[src/hw/rtl/bnms_pkg.sv]
// Package for the box non-maximum suppression unit.
// Holds the sequencer state type, default sizes and the compare-pipe result struct.
// No dependencies.
package bnms_pkg;

    localparam int MAX_BOXES_DEF  = 64;
    localparam int COORD_BITS_DEF = 11;
    localparam int SCORE_BITS     = 16;

    typedef enum logic [2:0] {
        ST_IDLE,
        ST_READ_I,
        ST_LATCH_I,
        ST_SCAN,
        ST_DRAIN,
        ST_EMIT,
        ST_FLUSH
    } t_state;

    // Result of the pairwise compare pipe, one entry per candidate suppressor.
    typedef struct packed {
        logic valid;   // a compare leaves the last stage this cycle
        logic hit;     // the candidate suppresses the box under test
        logic active;  // compares still inside the pipe
    } t_cmp_res;

endpackage

[src/hw/rtl/bnms_iou_pipe.sv]
// Three-stage pairwise suppression test: overlap, products, IoU threshold.
// Depends on bnms_pkg.
module bnms_iou_pipe
    import bnms_pkg::*;
#(
    parameter int COORD_BITS = COORD_BITS_DEF,
    parameter int BOX_BITS   = 4 * COORD_BITS + SCORE_BITS
) (
    input  logic                    i_clk,
    input  logic                    i_rst_n,
    input  logic                    i_valid,
    input  logic [BOX_BITS-1:0]     i_box_i,
    input  logic [BOX_BITS-1:0]     i_box_j,
    input  logic [2*COORD_BITS-1:0] i_area_i,
    output t_cmp_res                o_res
);

    localparam int C = COORD_BITS;

    logic [C-1:0]          xi, yi, wi, hi, xj, yj, wj, hj;
    logic [SCORE_BITS-1:0] si, sj;
    logic [C-1:0]          x1, y1;
    logic [C:0]            ex_i, ex_j, ey_i, ey_j, x2, y2;
    logic                  x_pos, y_pos;

    logic                  r_s2_v, r_s2_flag;
    logic [C-1:0]          r_s2_ow, r_s2_oh, r_s2_wj, r_s2_hj;
    logic                  r_s3_v, r_s3_flag;
    logic [2*C-1:0]        r_s3_inter, r_s3_aj;
    logic [2*C+1:0]        lhs, rhs;

    assign xi = i_box_i[C-1:0];
    assign yi = i_box_i[2*C-1:C];
    assign wi = i_box_i[3*C-1:2*C];
    assign hi = i_box_i[4*C-1:3*C];
    assign si = i_box_i[BOX_BITS-1:4*C];
    assign xj = i_box_j[C-1:0];
    assign yj = i_box_j[2*C-1:C];
    assign wj = i_box_j[3*C-1:2*C];
    assign hj = i_box_j[4*C-1:3*C];
    assign sj = i_box_j[BOX_BITS-1:4*C];

    always_comb begin
        ex_i  = {1'b0, xi} + {1'b0, wi};
        ex_j  = {1'b0, xj} + {1'b0, wj};
        ey_i  = {1'b0, yi} + {1'b0, hi};
        ey_j  = {1'b0, yj} + {1'b0, hj};
        x1    = (xi > xj) ? xi : xj;
        y1    = (yi > yj) ? yi : yj;
        x2    = (ex_j < ex_i) ? ex_j : ex_i;
        y2    = (ey_j < ey_i) ? ey_j : ey_i;
        x_pos = x2 > {1'b0, x1};
        y_pos = y2 > {1'b0, y1};
    end

    always_ff @(posedge i_clk) begin
        if (!i_rst_n) begin
            r_s2_v <= 1'b0;
            r_s3_v <= 1'b0;
        end else begin
            r_s2_v <= i_valid;
            r_s3_v <= r_s2_v;
        end
        // overlap fits in C bits once positive: it never exceeds the smaller size
        r_s2_flag  <= (sj > si) && x_pos && y_pos;
        r_s2_ow    <= C'(x2 - {1'b0, x1});
        r_s2_oh    <= C'(y2 - {1'b0, y1});
        r_s2_wj    <= wj;
        r_s2_hj    <= hj;
        r_s3_flag  <= r_s2_flag;
        r_s3_inter <= (2*C)'(r_s2_ow) * (2*C)'(r_s2_oh);
        r_s3_aj    <= (2*C)'(r_s2_wj) * (2*C)'(r_s2_hj);
    end

    // IoU > 1/2  <=>  3*inter > area_i + area_j
    always_comb begin
        lhs = {1'b0, r_s3_inter, 1'b0} + {2'b00, r_s3_inter};
        rhs = {2'b00, i_area_i} + {2'b00, r_s3_aj};
        o_res.valid  = r_s3_v;
        o_res.hit    = r_s3_v && r_s3_flag && (lhs > rhs);
        o_res.active = r_s2_v || r_s3_v;
    end

endmodule

[config.mk]
export PLATFORM = sky130hd
export DESIGN_NAME = bnms_iou_pipe
export DESIGN_NICKNAME = d
export VERILOG_FILES = /design/src/hw/rtl/bnms_pkg.sv /design/src/hw/rtl/bnms_iou_pipe.sv
export SDC_FILE = /design/constraint.sdc
export NUM_CORES = 1
export LEC_CHECK = 0
export BUFFER_PORTS_ARGS = -buffer_cell sky130_fd_sc_hd__buf_4
export CAP_MARGIN = 10
export CELL_PAD_IN_SITES_DETAIL_PLACEMENT = 1
export CELL_PAD_IN_SITES_GLOBAL_PLACEMENT = 2
export CORE_MARGIN = 2
export CORE_UTILIZATION = 34
export DETAILED_ROUTE_END_ITERATION = 7
export PLACE_DENSITY_LB_ADDON = 0.1
export SYNTH_ARGS = -nofsm -noshare
export SYNTH_HDL_FRONTEND = slang
export SYNTH_SLANG_ARGS = --single-unit
[constraint.sdc]
create_clock -name i_clk -period 18.01 [get_ports i_clk]
set_input_delay 1.801 -clock i_clk [delete_from_list [all_inputs] [get_ports i_clk]]
set_output_delay 1.801 -clock i_clk [all_outputs]
set_load 0.05 [all_outputs]
======== Yosys cells after proc, flatten, opt, wreduce, memory -nomap -nowiden ========
Index checks and enable logic that the tools add are counted.
storage, ports and cells
  register bits ........................... 92
  input bits .............................. 145
  output and inout bits ................... 3
  word-level logic and storage cells ...... 37
cells by class
  $add $sub $neg .......................... 8
  multipliers ............................. 2
  order comparisons ....................... 8
  muxes and demuxes ....................... 4
  reductions and logical operators ........ 5
operators by type and width
  operator                                  number
  adder 11 x 11 -> 12 bit                   4
  multiplier 11 x 11 -> 22 bit              2
  adder 23 x 22 -> 24 bit                   1
  greater-than comparator 12 x 11 -> 1 bit  2
  greater-than comparator 24 x 23 -> 1 bit  1
  less-than comparator 12 bit               2
  two-way mux 12 bit                        2
  adder 22 x 22 -> 23 bit                   1
  greater-than comparator 11 bit            2
  two-way mux 11 bit                        2
  subtractor 11 bit                         2
  greater-than comparator 16 bit            1
  logical AND 1 bit                         4
  logical OR 1 bit                          1

======== Depth between registers and ports, before layout ========
Gate-level depths: netlist of run 1.
  depth after elaboration ................. 6
  gate-level depth with buffers ........... 28
  depth with buffers taken out ............ 27

======== Worst setup path after synthesis of run 1 ========
Ideal clock, no wire load.
  path kind ............................... input to register
  from .................................... input i_box_j[0]
  to ...................................... register r_s2_flag
  setup time .............................. 0.119 ns
  data arrival time ....................... 6.894 ns
  required time ........................... 17.891 ns
  slack ................................... 10.997 ns
  stages .................................. 27
  path buffers ............................ 1
  cells stage by stage .................... ha_1 fa_1 a21o_1 a21oi_1 o21bai_1 a21oi_1 o21ai_0 xnor2_1 inv_1 ha_1 and3_1 a2111o_1 a31oi_1 o21ai_1 buf_2 mux2i_1 ha_1 inv_1 fa_1 a21o_1 a21oi_1 o221ai_1 a21oi_1 nor2b_1 o21a_1 o32a_1 o221a_1
on the way
  cells in the longest elaborated chain, start to end .. 6
  elaborated cells between the ends (all ways) .. 8
  classes of those cells .................. 1 x add/sub; 3 x order compare; 2 x mux; 2 x reduce/logical
RTL lines
  item                                          line                 text
  from (decl)                                   bnms_iou_pipe.sv:13  input logic [BOX_BITS-1:0] i_box_j,
  adder 11 x 11 -> 12 bit                       bnms_iou_pipe.sv:45  ex_j = {1'b0, xj} + {1'b0, wj};
  less-than comparator 12 bit                   bnms_iou_pipe.sv:50  x2 = (ex_j < ex_i) ? ex_j : ex_i;
  two-way mux 12 bit                            bnms_iou_pipe.sv:50
  greater-than comparator 12 x 11 -> 1 bit (*)  bnms_iou_pipe.sv:52  x_pos = x2 > {1'b0, x1};
  logical AND 1 bit (*) (2 in a row)            bnms_iou_pipe.sv:65  r_s2_flag <= (sj > si) && x_pos && y_pos;
  to (signal assigned)                          bnms_iou_pipe.sv:65
  to (decl)                                     bnms_iou_pipe.sv:26  logic r_s2_v, r_s2_flag;
Mark *: on every way between the ends. The rest lies on a longest branch, timed or not.
A chain may end at the register's enable or synchronous reset.

==> flow_metrics.env, run 1 <==
export IMPL_outcome="complete, no violations"
export IMPL_hpwlAfterDp_mm=43.21
export IMPL_holdBufCountCts=0
export IMPL_synth_distinct_cells=76
export IMPL_synth_cells=1964
export IMPL_place_area_mm2=0.01867
export IMPL_busiest_layer="met2"
export IMPL_cts_tree="yes"
export IMPL_grt_overflow=0
export IMPL_chipWidth_um=227.0
export IMPL_path_max_fanout=3
export IMPL_clkLatencyLatePin_ns=0.39
export IMPL_use_met2_pct=35.38
export IMPL_reg2reg_depth=18
export IMPL_grt_met1_usage_pct=26.75
export IMPL_viasPerCell=5.044
export IMPL_cap_violations=0
export IMPL_cp_slowest_cell="fa_1"
export IMPL_setup_slack_ns=10.83
export IMPL_die_h_um=227.0
export IMPL_gr_usage_all_layers_pct=20.39
export IMPL_start_util_pct=34.48
export IMPL_cp_top_family="compound AO/OA/AOI/OAI gates"
export IMPL_cts_resized_gates=0
export IMPL_cp_start_kind="primary input"
export IMPL_htree_num_levels=3
export IMPL_yosys_top_cells_count="ha_1 (313), inv_1 (283), nand2_1 (192), fa_1 (168), a21oi_1 (104)"
export IMPL_syn_nets=2590
export IMPL_io_pins=148
export IMPL_antenna_found_initial=0
export IMPL_fp_coreArea_mm2=0.04905
export IMPL_wl_per_cell_um=18.36
export IMPL_yosys_area_top_type_share_pct=23.15
export IMPL_drv_slew=0
export IMPL_yosysTopAreaCell="ha_1"
export IMPL_crit_chain="buf_4 -> ha_1 -> fa_1 -> a21oi_1 -> o211ai_1 -> a21oi_1 -> o31ai_2 -> nand4_1 -> nand3b_1 -> a2111oi_0 -> or3_1 -> ha_1 -> nand4_1 -> nor3b_1 -> a31o_2 -> o22ai_1 -> buf_4"
export IMPL_drc=0
export IMPL_whs_ns=0.3314
export IMPL_dr_pass1_iters=5
export IMPL_final_setup_viol_count=0
export IMPL_clock_root_buffer="clkbuf_16"
export IMPL_grt_pass1_wl_mm=81.26
export IMPL_rsz0062_at_grt="no"
export IMPL_drt_initial_drc_count=481
export IMPL_path_clk_slew_ns=0.06
export IMPL_synth_seq_cells=92
export IMPL_stdcell_area_mm2=0.01894
export IMPL_drive_gt1_share_pct=9.716
export IMPL_post_place_ws_ns=10.52
export IMPL_diodes=0
export IMPL_ys_warn_count=0
export IMPL_period_needed_ns=7.184
export IMPL_netlist_area_mm2=0.01691
export IMPL_dieArea_mm2=0.05155
export IMPL_gp_congestion=0.8821
export IMPL_async_reset_ff_share_pct=0
export IMPL_synthTopCellsByArea="ha_1 (23%), fa_1 (20%), dfxtp_1 (11%)"
export IMPL_clock_sinks=92
export IMPL_slew_headroom_pct=50.33
export IMPL_crit_arrival_ns=5.38
export IMPL_min_path_type="register to register"
export IMPL_final_antenna_net_count=0
export IMPL_grt_pass1_vias=15199
export IMPL_num_vias=13835
export IMPL_syn_area_per_cell_um2=8.613
export IMPL_synth_enable_flop_cells=0
export IMPL_fin_skew_ns=0.01739
export IMPL_worst_pin_slew_ns=0.7441
export IMPL_io_buffer_count=147
export IMPL_nets=2700
export IMPL_synth_most_common_cell="ha_1"
export IMPL_grt_max_degree=15
export IMPL_grt_util_met3_pct=2.504
export IMPL_synth_ff_type="dfxtp_1"
export IMPL_cp_depth=17
export IMPL_max_freq_mhz=139.2
export IMPL_post_cts_buffers=0
export IMPL_cts_buffers=9
export IMPL_clockBufferDepth=2
export IMPL_ys_seq_area_share_pct=10.89
export IMPL_area_delta_synth_final_pct=11.95
export IMPL_rows=81
export IMPL_fillers=5897
export IMPL_critical_path_class="primary input to primary output"
export IMPL_wirelength_mm=50.36
export IMPL_hold_viol_final=0
export IMPL_whs_path_depth=0
export IMPL_slowest_delay_ns=0.42
export IMPL_crit_required_ns=16.21
export IMPL_fin_setup_tns_ns=0
export IMPL_endpoint_kind="primary output"
export IMPL_cp_num_buf_inv=2
export IMPL_final_min_period_over_clock_period_pct=39.89
==> cells in the final DEF, fill, tap and decap left out, types with 41 or more instances in the layout <==
cell type	synthesis	routed
ha_1	313	313
inv_1	283	283
nand2_1	192	192
fa_1	168	168
buf_4	3	150
a21oi_1	104	104
and2_1	100	100
dfxtp_1	92	92
nor2_1	81	81
xnor2_1	70	70
a21o_1	48	48
o21ai_0	44	44
xor2_1	41	41
==> routing by layer <==
layer	share of wire (%)	wire [um]
met5	0	0
met4	1.9	958
met3	2.8	1386
met2	48	23930
met1	48	24080
==> worst paths after layout <==
kind                                   from     endpoint  slack (ns)
worst min register to register    r_s2_flag    r_s3_flag        0.33
worst max-delay path            i_area_i[0]     o_res[1]       10.83
worst max register to register   r_s2_wj[3]  r_s3_aj[21]       12.31
worst min-delay path              r_s2_flag    r_s3_flag        0.33
==> kinds of logic after synthesis <==
| group | count (synthesis) | share of synthesized area, % |
|---|---|---|
| and+or+nand+nor | 554 | 16.23 |
| adders and majority gates | 481 | 43.04 |
| AOI/OAI and AO/OA | 348 | 13.91 |
| buffers and inverters | 334 | 7.493 |
| xor gates and xnor gates | 111 | 5.747 |
| DFF | 92 | 10.89 |
| muxes | 44 | 2.693 |
==> sequential cells by signal, summed over array words and instances, names as in the netlist <==
register and count:
r_s2_flag 1, r_s2_hj 11, r_s2_oh 11, r_s3_flag 1, r_s3_v 1, r_s3_aj 22
r_s2_ow 11, r_s2_wj 11, r_s2_v 1, r_s3_inter 22
==> through the flow <==
step	cells	util, %
6_report	2743	38.61
5_1_grt	2743	38.61
4_1_cts	2743	38.61
3_5_place_dp	2727	38.05
3_3_place_gp	2727	38.05
2_1_floorplan	1964	-
==> cell type report <==
class	count	area (um^2)	area share (%)
clock buffers	11	242.7	1.282
multi-input cells	1538	13810	72.90
well taps	664	830.8	4.387
flip-flops and latches	92	1842	9.726
clock inverters	5	27.53	0.1454
inverters	283	1062	5.610
repair buffers	150	1126	5.946
Power of run 1 is not shown: default switching activity piles up to over one toggle a cycle in this logic, so the estimate is an artifact.
==> inputs of run 2 (changes only) <==
Settings changed: ABC_AREA set to 1.
Clock period 18.01 ns to 7.1 ns, I/O delays scaled along.
==> run 2 against run 1 <==
  * First-iteration DRC count shrank 6.0%
  * Critical endpoint is now r_s3_aj[19]
  * Design area is 2.0% higher
  * Register-to-register slack got worse by 10 ns
  * Sequential share of layout area down 0.19 points
  * Non-clock buffer count shrank 3
  * Flip-flop and latch count is the same
  * Routed wire length increased by 3.2%
  * Global-route usage down 0.13 points
==> flow_metrics.env, run 2 <==
export IMPL_grt_overflow=0
export IMPL_slowest_delay_ns=0.75
export IMPL_holdBufCountCts=0
export IMPL_synth_enable_flop_cells=0
export IMPL_busiest_layer="met2"
export IMPL_final_antenna_net_count=0
export IMPL_diodes=0
export IMPL_wirelength_mm=51.99
export IMPL_wl_per_cell_um=16.85
export IMPL_critPathMostFrequentCell="fa_1"
export IMPL_io_pins=148
export IMPL_clock_root_buffer="clkbuf_16"
export IMPL_cts_buffers=9
export IMPL_rsz0062_at_grt="no"
export IMPL_crit_required_ns=7.40
export IMPL_endpoint_kind="register"
export IMPL_synth_most_common_cell="nand2_1"
export IMPL_gp_congestion=0.8978
export IMPL_hpwlAfterDp_mm=46.37
export IMPL_multi_input_area_mm2=0.01359
export IMPL_final_min_period_over_clock_period_pct=72.21
export IMPL_clock_sinks=92
export IMPL_cp_start_kind="register"
export IMPL_grt_max_degree=21
export IMPL_clkLatencyLatePin_ns=0.37
export IMPL_fp_coreArea_mm2=0.05017
export IMPL_min_path_type="register to register"
export IMPL_syn_area_per_cell_um2=7.501
export IMPL_grt_util_met3_pct=1.594
export IMPL_chipWidth_um=229.4
export IMPL_die_h_um=229.4
export IMPL_hold_viol_final=0
export IMPL_dieArea_mm2=0.05263
export IMPL_viasPerCell=4.812
export IMPL_antenna_found_initial=2
export IMPL_yosys_area_top_type_share_pct=22.67
export IMPL_fin_setup_tns_ns=0
export IMPL_grt_pass1_vias=16442
export IMPL_yosys_top_cells_count="nand2_1 (543), inv_1 (436), ha_1 (313), fa_1 (168), a21oi_1 (156)"
export IMPL_path_clk_slew_ns=0.07
export IMPL_final_setup_viol_count=0
export IMPL_nets=3035
export IMPL_area_delta_synth_final_pct=11.81
export IMPL_drt_initial_drc_count=452
export IMPL_dr_pass1_iters=4
export IMPL_ys_warn_count=0
export IMPL_cap_violations=0
export IMPL_use_met2_pct=36.05
export IMPL_synth_cells=2303
export IMPL_synth_seq_cells=92
export IMPL_async_reset_ff_share_pct=0
export IMPL_gr_usage_all_layers_pct=20.26
export IMPL_period_needed_ns=5.127
export IMPL_post_cts_buffers=0
export IMPL_drive_gt1_share_pct=8.620
export IMPL_synth_ff_type="dfxtp_1"
export IMPL_layout_commonest_cell="nand2_1"
export IMPL_crit_arrival_ns=5.42
export IMPL_io_buffer_count=147
export IMPL_fin_skew_ns=0.01171
export IMPL_drv_slew=0
export IMPL_synth_distinct_cells=49
export IMPL_crit_chain="nand2_1 -> fa_1 -> inv_1 -> fa_1 -> fa_1 -> fa_1 -> inv_1 -> fa_1 -> inv_1 -> ha_1 -> nand2_1 -> nor2_1 -> inv_1 -> o21ai_2 -> a21oi_1 -> o21ai_2 -> xor2_1"
export IMPL_fillers=6183
export IMPL_clockBufferDepth=2
export IMPL_final_core_util_pct=38.50
export IMPL_layout_common_cells="nand2_1 (543), inv_1 (436), ha_1 (313), fa_1 (168), a21oi_1 (156)"
export IMPL_cts_resized_gates=0
export IMPL_slew_headroom_pct=52.06
export IMPL_worst_pin_slew_ns=0.7181
export IMPL_reg_top3="r_s3_aj: 22 flops, r_s3_inter: 22 flops"
export IMPL_cp_slowest_cell="dfxtp_1"
export IMPL_cp_num_buf_inv=4
export IMPL_path_max_fanout=11
export IMPL_ys_seq_area_share_pct=10.66
export IMPL_instances_no_fill=3085
export IMPL_grt_met1_usage_pct=26.72
export IMPL_num_vias=14845
export IMPL_drc=0
export IMPL_rows=82
export IMPL_cp_top_family="adder cells"
export IMPL_register_area_mm2=0.001842
export IMPL_critical_path_class="register to register"
export IMPL_grt_pass1_wl_mm=85.62
export IMPL_cts_tree="yes"
export IMPL_htree_num_levels=3
export IMPL_dp_cells=3070
export IMPL_syn_nets=2929
export IMPL_yosysTopAreaCell="ha_1"
export IMPL_max_freq_mhz=195.1
export IMPL_synthTopCellsByArea="ha_1 (23%), fa_1 (19%), nand2_1 (12%)"
export IMPL_start_util_pct=34.43
export IMPL_netlist_area_mm2=0.01728
export IMPL_outcome="complete, no violations"
[run 2: cell types whose count changed after synthesis, moves of 32 or more]
| cell | delta |
|---|---|
| mux2i_1 | -35 |
| xor2_1 | +42 |
| a21o_1 | -34 |
| o21ai_0 | +44 |
| inv_1 | +153 |
| a21oi_1 | +52 |
| nand2_1 | +351 |
| nand3_1 | +32 |
| and2_1 | -97 |
[run 2: logic make-up (layout without fill, tap and decap cells)]
kind of cell	after synthesis	after routing	share of synthesized area, %
AND/OR/NAND/NOR	752	752	17.69
buffers and inverters	489	599	10.68
adder cells (fa/ha/maj)	481	481	42.14
AO/OA/AOI/OAI	359	359	12.24
XOR/XNOR	130	130	6.591
flip-flops	92	92	10.66
[run 2: area by class of cell]
type                       instances  share of cell area (%)
inverter                         437                   8.492
sequential                        92                   9.535
clock buffer                      13                   1.244
clock inverter                     2                  0.3109
multi-input combinational       1722                   70.35
tap                              672                   4.353
timing repair buffer             147                   5.713
[run 2: worst paths after layout]
path	slack, ns	cells past startpoint	to	from
worst max-delay path	1.97	17	r_s3_aj[19]	r_s2_wj[4]
worst min-delay path	0.34	0	r_s3_flag	r_s2_flag
worst min register to register	0.34	0	r_s3_flag	r_s2_flag
worst max register to register	1.97	17	r_s3_aj[19]	r_s2_wj[4]
[run 2: metrics by stage]
stage | hold WS [ns] | setup slack [ns] | area, um^2
after floorplan | 0.3096 | 2.457 | 17280
after global placement | 0.3176 | 1.638 | 19020
after detailed placement | 0.3219 | 1.650 | 19020
after CTS | 0.3445 | 1.914 | 19320
after global routing | 0.3588 | 1.561 | 19320
final | 0.3438 | 1.973 | 19320
[run 2: routing by layer]
layer | part of all wire, % | vias to the layer above | routed length [um]
met1 | 48 | 7110 | 25080
met3 | 2.2 | 33 | 1138
li1 | - | 7533 | -
met2 | 48 | 169 | 25020
met4 | 1.4 | 0 | 745
met5 | 0 | - | 0
Power of run 2 is left out for the same reason.
==> inputs of run 3 (changes only) <==
Clock period 7.1 ns to 5 ns, I/O delays scaled along.
==> run 3 against run 2 <==
  * Routed wire length up 0.63%
  * Sequential share of layout area about the same
  * Via count up 1.7%
  * Flip-flop and latch count unchanged
  * Core utilization up 0.80 points
  * Clock-buffer cell count down 3
  * Setup slack worse by 1.7 ns
  * Critical endpoint is now r_s3_inter[19]
==> flow_metrics.env, run 3 (synthesis gave the netlist of run 2 again) <==
export IMPL_outcome="complete, no violations"
export IMPL_max_freq_mhz=211.7
export IMPL_dr_pass1_iters=5
export IMPL_cts_buffers=9
export IMPL_grt_overflow=0
export IMPL_r2r_setup_slack_ns=0.28
export IMPL_holdBufCountCts=0
export IMPL_fin_skew_ns=0.01040
export IMPL_htree_num_levels=3
export IMPL_critical_path_class="register to register"
export IMPL_wl_per_cell_um=16.70
export IMPL_final_min_period_over_clock_period_pct=94.45
export IMPL_drc=0
export IMPL_hpwlAfterDp_mm=47.70
export IMPL_wl_met2_mm=25.91
export IMPL_endpoint_kind="register"
export IMPL_wirelength_mm=52.32
export IMPL_diodes=0
export IMPL_clockBufferDepth=2
export IMPL_dr_max_layer_used="met4"
export IMPL_nets=3081
export IMPL_gr_usage_all_layers_pct=20.32
export IMPL_drive_gt1_share_pct=11.59
export IMPL_period_needed_ns=4.723
export IMPL_drv_slew=0
export IMPL_cp_slowest_cell="fa_1"
export IMPL_min_path_type="primary input to register"
export IMPL_start_util_pct=34.43
export IMPL_critPathMostFrequentCell="fa_1"
export IMPL_path_max_fanout=5
export IMPL_num_vias=15093
export IMPL_cap_violations=0
export IMPL_io_buffer_count=147
export IMPL_worst_pin_slew_ns=0.5699
export IMPL_dieArea_mm2=0.05263
export IMPL_final_setup_viol_count=0
export IMPL_grt_pass1_vias=16669
export IMPL_clkLatencyLatePin_ns=0.37
export IMPL_die_h_um=229.4
export IMPL_reg_top3="r_s3_aj: 22 flops, r_s3_inter: 22 flops"
export IMPL_hold_viol_final=0
export IMPL_antenna_found_initial=2
export IMPL_final_antenna_net_count=0
export IMPL_grt_pass1_wl_mm=86.36
export IMPL_area_delta_synth_final_pct=14.12
export IMPL_clock_root_buffer="clkbuf_16"
export IMPL_crit_chain="nand2_1 -> fa_1 -> inv_1 -> fa_1 -> fa_1 -> fa_1 -> inv_1 -> fa_1 -> inv_1 -> ha_1 -> nand2_1 -> nor2_1 -> inv_1 -> o21ai_2 -> a21oi_2 -> o21ai_2 -> xor2_1"
export IMPL_wl_met1_mm=24.62
export IMPL_chipWidth_um=229.4
export IMPL_io_pins=148
export IMPL_cp_start_kind="register"
export IMPL_slew_headroom_pct=61.91
export IMPL_whs_ns=0.2571
export IMPL_layout_common_cells="nand2_1 (543), inv_1 (436), ha_1 (312), buf_4 (191), fa_1 (168)"
export IMPL_layout_commonest_cell="nand2_1"
export IMPL_gp_congestion=0.8755
export IMPL_viasPerCell=4.819
export IMPL_clock_sinks=92
export IMPL_crit_required_ns=5.30
export IMPL_rows=82
export IMPL_crit_arrival_ns=5.03
export IMPL_drt_initial_drc_count=399
export IMPL_met3_length_um=991
export IMPL_path_clk_slew_ns=0.07
export IMPL_grt_max_degree=21
export IMPL_cts_tree="yes"
export IMPL_fp_coreArea_mm2=0.05017
export IMPL_slowest_delay_ns=0.54
-- run 3: cell count changes in the layout (fill, tap and decap cells not counted), moves of 2 or more --
cell / delta
buf_12: +2
buf_4: +44
dfxtp_1: -24
clkinvlp_4: +3
clkbuf_1: -3
bufinv_16: -2
inv_6: +2
dfxtp_2: +24
-- run 3: cell type report --
cell class	instances	area [um^2]
Tap cell	672	840.8
Fill cell	6224	30460
Multi-Input combinational cell	1722	13610
Clock inverter	6	48.80
Sequential cell	92	1872
Inverter	437	1643
Timing Repair Buffer	193	1474
Clock buffer	10	229.0
-- run 3: stage by stage --
stage / utilization, % / worst slack (ns) / setup TNS [ns] / area (um^2) / instances
3_3_place_gp: 38.64 / 0.1922 / 0 / 19390 / 3116
4_1_cts: 39.19 / 0.08201 / 0 / 19660 / 3132
3_5_place_dp: 38.64 / 0.07152 / 0 / 19390 / 3116
6_report: 39.30 / 0.2774 / 0 / 19720 / 3132
2_1_floorplan: - / 0.3568 / 0 / 17280 / 2303
5_1_grt: 39.30 / -0.01754 / -0.01754 / 19720 / 3132
-- run 3: per-layer routing --
layer | vias to the layer above | GRT usage (%)
met1 | 7280 | 26.39
met4 | 0 | 4.261
li1 | 7617 | -
met5 | - | 0
met2 | 165 | 36.92
met3 | 31 | 1.233
-- run 3: path summary, 6_finish.rpt --
check | depth (start not counted) | end | start
setup / recovery | 17 | r_s3_inter[19] | r_s2_ow[3]
hold / removal | 1 | r_s2_hj[4] | i_box_j[37]
setup reg to reg | 17 | r_s3_inter[19] | r_s2_ow[3]
hold reg to reg | 0 | r_s3_flag | r_s2_flag
-- run 3: what timing repair did --
action                                  CTS  global route
endpoints found under the setup margin    0            10
buffers inserted                          0             0
resized for setup                         0            29
-- run 3: worst max-delay path, delay by kind of cell, from the launching register on --
family | cells | cell delay, ns
compound gates | 3 | 0.45
xor+xnor | 1 | 0.14
fa+ha+maj | 6 | 3.00
buf+inv | 4 | 0.23
flops | 1 | 0.43
simple gates | 3 | 0.41
Power of run 3 is left out for the same reason.
